**config.mk**
```make
export PLATFORM = sky130hd
export DESIGN_NAME = uvs_divider
export DESIGN_NICKNAME = d
export VERILOG_FILES = /design/src/hw/rtl/uvs_pkg.sv /design/src/hw/rtl/uvs_divider.sv
export SDC_FILE = /design/constraint.sdc
export NUM_CORES = 2
export LEC_CHECK = 0
export BUFFER_PORTS_ARGS = -buffer_cell sky130_fd_sc_hd__buf_2
export CAP_MARGIN = 10
export CORE_MARGIN = 8
export CORE_UTILIZATION = 57
export DETAILED_ROUTE_END_ITERATION = 10
export PLACE_DENSITY_LB_ADDON = 0.2
export SLEW_MARGIN = 20
export SYNTH_ARGS = -nofsm -noshare
export SYNTH_HDL_FRONTEND = slang
export SYNTH_SLANG_ARGS = --single-unit
```
**constraint.sdc**
```tcl
create_clock -name clk -period 2.45 [get_ports clk]
set_input_delay 0.1225 -clock clk [delete_from_list [all_inputs] [get_ports clk]]
set_output_delay 0.1225 -clock clk [all_outputs]
set_load 0.03 [all_outputs]
```
**src/hw/rtl/uvs_pkg.sv**
```systemverilog
// Shared types, constants and tables for the UV sphere vertex generator.
package uvs_pkg;

  localparam int SEG_BITS = 10;
  localparam int ANGLE_BITS = 16;
  localparam int TEX_SHIFT = 17;
  localparam int DIV_A = SEG_BITS + ANGLE_BITS + 2;
  localparam int DIV_B = SEG_BITS + TEX_SHIFT + 2;
  localparam int DIV_W = (DIV_A > DIV_B) ? DIV_A : DIV_B;
  localparam int CORDIC_STEPS = 24;
  localparam int CORD_LAT = CORDIC_STEPS + 2;
  localparam int MUL_LAT = 4;
  localparam int CW = 34;

  typedef logic [SEG_BITS-1:0] seg_t;
  typedef logic [SEG_BITS:0] rem_t;
  typedef logic [SEG_BITS+1:0] trial_t;
  typedef logic [DIV_W-1:0] div_t;
  typedef logic [ANGLE_BITS-1:0] ang_t;
  typedef logic signed [CW-1:0] cw_t;
  typedef logic signed [31:0] trig_t;
  typedef logic [19:0] idx_t;
  typedef logic [16:0] tex_t;
  typedef logic signed [16:0] pos_t;

  typedef enum logic [1:0] {
    REG_RADIUS = 2'd0,
    REG_RINGS  = 2'd1,
    REG_COLS   = 2'd2,
    REG_MIRROR = 2'd3
  } cfg_reg_t;

  typedef enum logic [1:0] {
    TRI_NONE = 2'd0,
    TRI_ABC  = 2'd1,
    TRI_ACD  = 2'd2,
    TRI_BOTH = 2'd3
  } tri_t;

  localparam tex_t TEX_ONE = 17'h10000;
  localparam cw_t CORDIC_GAIN_INV = 34'sd652032874;
  localparam logic signed [63:0] POS_LIMIT = 64'sd65535;

  localparam logic [31:0] ATAN_TBL [CORDIC_STEPS] = '{
    32'h20000000, 32'h12E4051E, 32'h09FB385B, 32'h051111D4, 32'h028B0D43, 32'h0145D7E1,
    32'h00A2F61E, 32'h00517C55, 32'h0028BE53, 32'h00145F2F, 32'h000A2F98, 32'h000517CC,
    32'h00028BE6, 32'h000145F3, 32'h0000A2F9, 32'h0000517D, 32'h000028BE, 32'h0000145F,
    32'h00000A30, 32'h00000518, 32'h0000028C, 32'h00000146, 32'h000000A3, 32'h00000051
  };

  typedef struct packed {
    idx_t corner_a;
    idx_t corner_b;
    idx_t corner_c;
    idx_t corner_d;
    tri_t tri_kind;
    logic out_of_range;
  } sb_t;

  typedef struct packed {
    tex_t tex_u;
    tex_t tex_v;
  } uv_t;

  function automatic pos_t sat_pos(input logic signed [63:0] v);
    pos_t r;
    if (v > POS_LIMIT) begin
      r = pos_t'(POS_LIMIT);
    end else if (v < -POS_LIMIT) begin
      r = pos_t'(-POS_LIMIT);
    end else begin
      r = pos_t'(v);
    end
    return r;
  endfunction

endpackage

```
**src/hw/rtl/uvs_divider.sv**
```systemverilog
// Pipelined restoring divider, one quotient bit per stage.
module uvs_divider (
  input  logic          clk,
  input  logic          en,
  input  uvs_pkg::div_t num,
  input  uvs_pkg::rem_t den,
  output uvs_pkg::div_t quo
);

  uvs_pkg::rem_t  rem_q [uvs_pkg::DIV_W];
  uvs_pkg::div_t  num_q [uvs_pkg::DIV_W];
  uvs_pkg::div_t  quo_q [uvs_pkg::DIV_W];
  uvs_pkg::rem_t  rem_next [uvs_pkg::DIV_W];
  uvs_pkg::div_t  num_next [uvs_pkg::DIV_W];
  uvs_pkg::div_t  quo_next [uvs_pkg::DIV_W];
  uvs_pkg::trial_t trial [uvs_pkg::DIV_W];

  always_comb begin
    for (int k = 0; k < uvs_pkg::DIV_W; k++) begin
      uvs_pkg::rem_t r;
      uvs_pkg::div_t n;
      uvs_pkg::div_t q;
      if (k == 0) begin
        r = '0;
        n = num;
        q = '0;
      end else begin
        r = rem_q[k-1];
        n = num_q[k-1];
        q = quo_q[k-1];
      end
      trial[k] = {r, n[uvs_pkg::DIV_W-1]};
      num_next[k] = {n[uvs_pkg::DIV_W-2:0], 1'b0};
      if (trial[k] >= {1'b0, den}) begin
        rem_next[k] = uvs_pkg::rem_t'(trial[k] - {1'b0, den});
        quo_next[k] = {q[uvs_pkg::DIV_W-2:0], 1'b1};
      end else begin
        rem_next[k] = uvs_pkg::rem_t'(trial[k]);
        quo_next[k] = {q[uvs_pkg::DIV_W-2:0], 1'b0};
      end
    end
  end

  always_ff @(posedge clk) begin
    if (en) begin
      for (int k = 0; k < uvs_pkg::DIV_W; k++) begin
        rem_q[k] <= rem_next[k];
        num_q[k] <= num_next[k];
        quo_q[k] <= quo_next[k];
      end
    end
  end

  assign quo = quo_q[uvs_pkg::DIV_W-1];

endmodule

```
==> flow_summary.ini <==
[route]
drc = 0
initialDrtViolationCount = 2112
dr.pass1.iters = 5
highest_layer = met4
wirelength_um = 108000
drt-met1-wl_um = 47500
vias = 33000
wl_met2_um = 52500
viasPerCell = 5.62
route.met3.wl_um = 4480
detail-route-antenna-nets = 0
wl_per_cell_um = 18.4

[grt]
gr-total-overflow = 0
grt_pass1_wl_um = 169000
grt_max_degree = 88
antenna_found_initial = 2
grt_usage_pct = 20.2
grt_pass1_vias = 32600

[sta]
maxSlewHeadroom_pct = 62.0
setup_violations = 1
worst_clock_skew_ps = 17.6
grt_setup_unrepaired = true
fin_crit_ps = 2480
hold_violations = 0
max_freq_ghz = 0.403
postLayoutSetupSlackWorst_ps = -30.9
min_period_over_period_pct = 101
worst_pin_slew_ps = 570
finalMaxSlewViolations = 0

[power_and_ir_drop]
vdd_drop_max_mv = 0.728
power_density_mw_per_mm2 = 1200
p_total_w = 0.0792
leakagePower_nw = 25.8

[yosys]
synth_fp_nets = 4055
synth_compound_area_share_pct = 8.80
netlist_top_cells_count = 1,149 x edfxtp_1, 310 x ha_1, 220 x mux2_2
synth.most_common_cell = edfxtp_1
synth_area_mm2 = 0.0537
synth-edff-count = 1149
synth_top_family_by_area = compound AO/OA/AOI/OAI gates
yosys.area_share.simple_pct = 7.83
synth_area_leaders = edfxtp_1 64%, ha_1 7.2%, mux2_2 4.6%, mux2i_1 1.8%, xnor2_1 1.6%
synthFlopType = edfxtp_1
synthAdderAreaFrac_pct = 8.24
synth_cell_type_count = 68
yosysWarningCount = 0
yosysTopAreaCell = edfxtp_1
synth_seq_cells = 1149
synth_xor_xnor_area_share_pct = 2.64
synth_mux_area_share_pct = 6.50
yosysTopAreaCellShare_pct = 64.3
synth_cells = 3676
ys_async_sr_fraction_pct = 0
ys_seq_area_share_pct = 64.3
synth_area_per_cell_um2 = 14.6

[min_path]
hold_class = in2reg

[clocking]
cts_tree = built
cts-root-buf = clkbuf_16
cts_sinks = 1149
clk_latency_ps = 700
htreeDepth = 3
clkTransAtPathRegs_ps = 60
cts_max_path_buffers = 3
cts_made_buffers = 114

[die]
initial_core_util_pct = 57.5
die_w_um = 323
io-pin-count = 71
die_h_um = 323
core_mm2 = 0.0933
die_area_mm2 = 0.104
fp-row-count = 112

[run_status]
violations = setup timing
status = finished with violations

[placed_design]
place_area_mm2 = 0.0607
io_buffers = 70
dpl.cell_count = 5591
place_congestion = 0.898
dp_hpwl_um = 72700

[worst_setup_path]
crit_type = reg2reg
worstPathArrival_ps = 2980
cp_max_fo = 4
crit_path_end_kind = flip-flop
worstSetupStartpointType = flip-flop
cp_data_required_time_ps = 2950

[final_layout]
drive_gt1_share_pct = 28.7
final_cells = 5863
num-nets-final = 4892
stdcell_area_mm2 = 0.0658
diodes = 0
multi_input_area_mm2 = 0.0190
seq_area_mm2 = 0.0345
syn2layout_area_growth_pct = 22.7
n_fill_cell = 6410

[flow_run]
drv_cap = 0
[critical path: stages, from the launching register on]
cell	delay [ps]
edfxtp_1	450
ha_1	330
buf_4	160
a2111oi_1	440
a2bb2oi_1	200
or4_1	430
a31oi_1	280
[power breakdown]
part           total [W]  internal [W]  switching [W]
combinational     0.0329        0.0174         0.0155
clock             0.0175       0.00997        0.00749
sequential        0.0288        0.0269        0.00195
total             0.0792        0.0542         0.0249
[worst paths after layout]
kind	from	to	slack [ps]	cells after the start
worst max-delay path	rem_q[0][60]$_DFFE_PP_	rem_q[0][75]$_DFFE_PP_	-30	6
worst min-delay path	den[4]	quo_q[0][0]$_DFFE_PP_	70	3
worst max register to register	rem_q[0][60]$_DFFE_PP_	rem_q[0][75]$_DFFE_PP_	-30	6
worst min register to register	quo_q[1][175]$_DFFE_PP_	quo_q[1][205]$_DFFE_PP_	410	0
[registers in the layout (all words and copies together), names as in the netlist]
signal,flops
rem_q,308
quo_q,435
num_q,406
[stage by stage]
stage          utilization (%)  worst slack [ps]  hold WS [ps]  setup TNS (ps)
2_1_floorplan                -             -83.5           221           -5860
3_3_place_gp              65.0              -263           299          -44420
3_5_place_dp              65.0              -309           301          -50120
6_report                  70.5             -30.9          69.4           -30.9
5_1_grt                   70.5              -113          58.4            -776
4_1_cts                   69.7           0.00355          12.1               0
[routing by layer]
metal | GRT usage [%] | vias to the layer above
met5 | 0 | -
met2 | 34.5 | 698
li1 | - | 16100
met4 | 6.12 | 0
met1 | 26.7 | 16000
met3 | 3.03 | 213
[cell usage in the layout (no fill, tap or decap), drive strengths merged, types with 14 or more instances in the layout]
master,n
a211oi,49
a21boi,20
a21o,31
a21oi,162
a2bb2oi,14
a31oi,48
and3,65
and4,30
buf,739
clkbuf,134
clkinv,50
clkinvlp,16
dlygate4sd3,30
edfxtp,1149
fa,27
ha,310
inv,172
mux2,225
mux2i,94
nand2,83
nand2b,51
nand3,85
nor2,217
nor2b,69
nor3,82
nor4,28
nor4b,14
o2111a,15
o2111ai,38
o211ai,14
o21a,54
o21ai,122
o31ai,32
or4,18
xnor2,97
xor2,65
[repair_timing]
item                                   in CTS  in global routing
buffers inserted                            6                  9
endpoints found under the hold margin      57                  0
setup endpoints to repair                 129                247
cloned                                      4                 11
gates resized for setup                    43                152
hold buffers                               30                  0
pin swaps                                  11                 47
[final cells by class]
type | count | area share, %
sequential | 1149 | 52.4
multi-input combinational | 2307 | 28.9
timing repair buffer | 770 | 9.56
clock buffer | 133 | 4.47
tap | 1254 | 2.38
clock inverter | 79 | 1.29
inverter | 171 | 1.01
[cells by family (layout without fill, tap and decap cells)]
group / Yosys count / after routing
AOI/OAI and AO/OA: 691 / 691
xor gates and xnor gates: 162 / 162
muxes: 319 / 319
adders and majority gates: 337 / 337
DFF: 1149 / 1149
buffers and inverters: 223 / 1153
and+or+nand+nor: 795 / 798
Power figures use the tool's default switching activity.
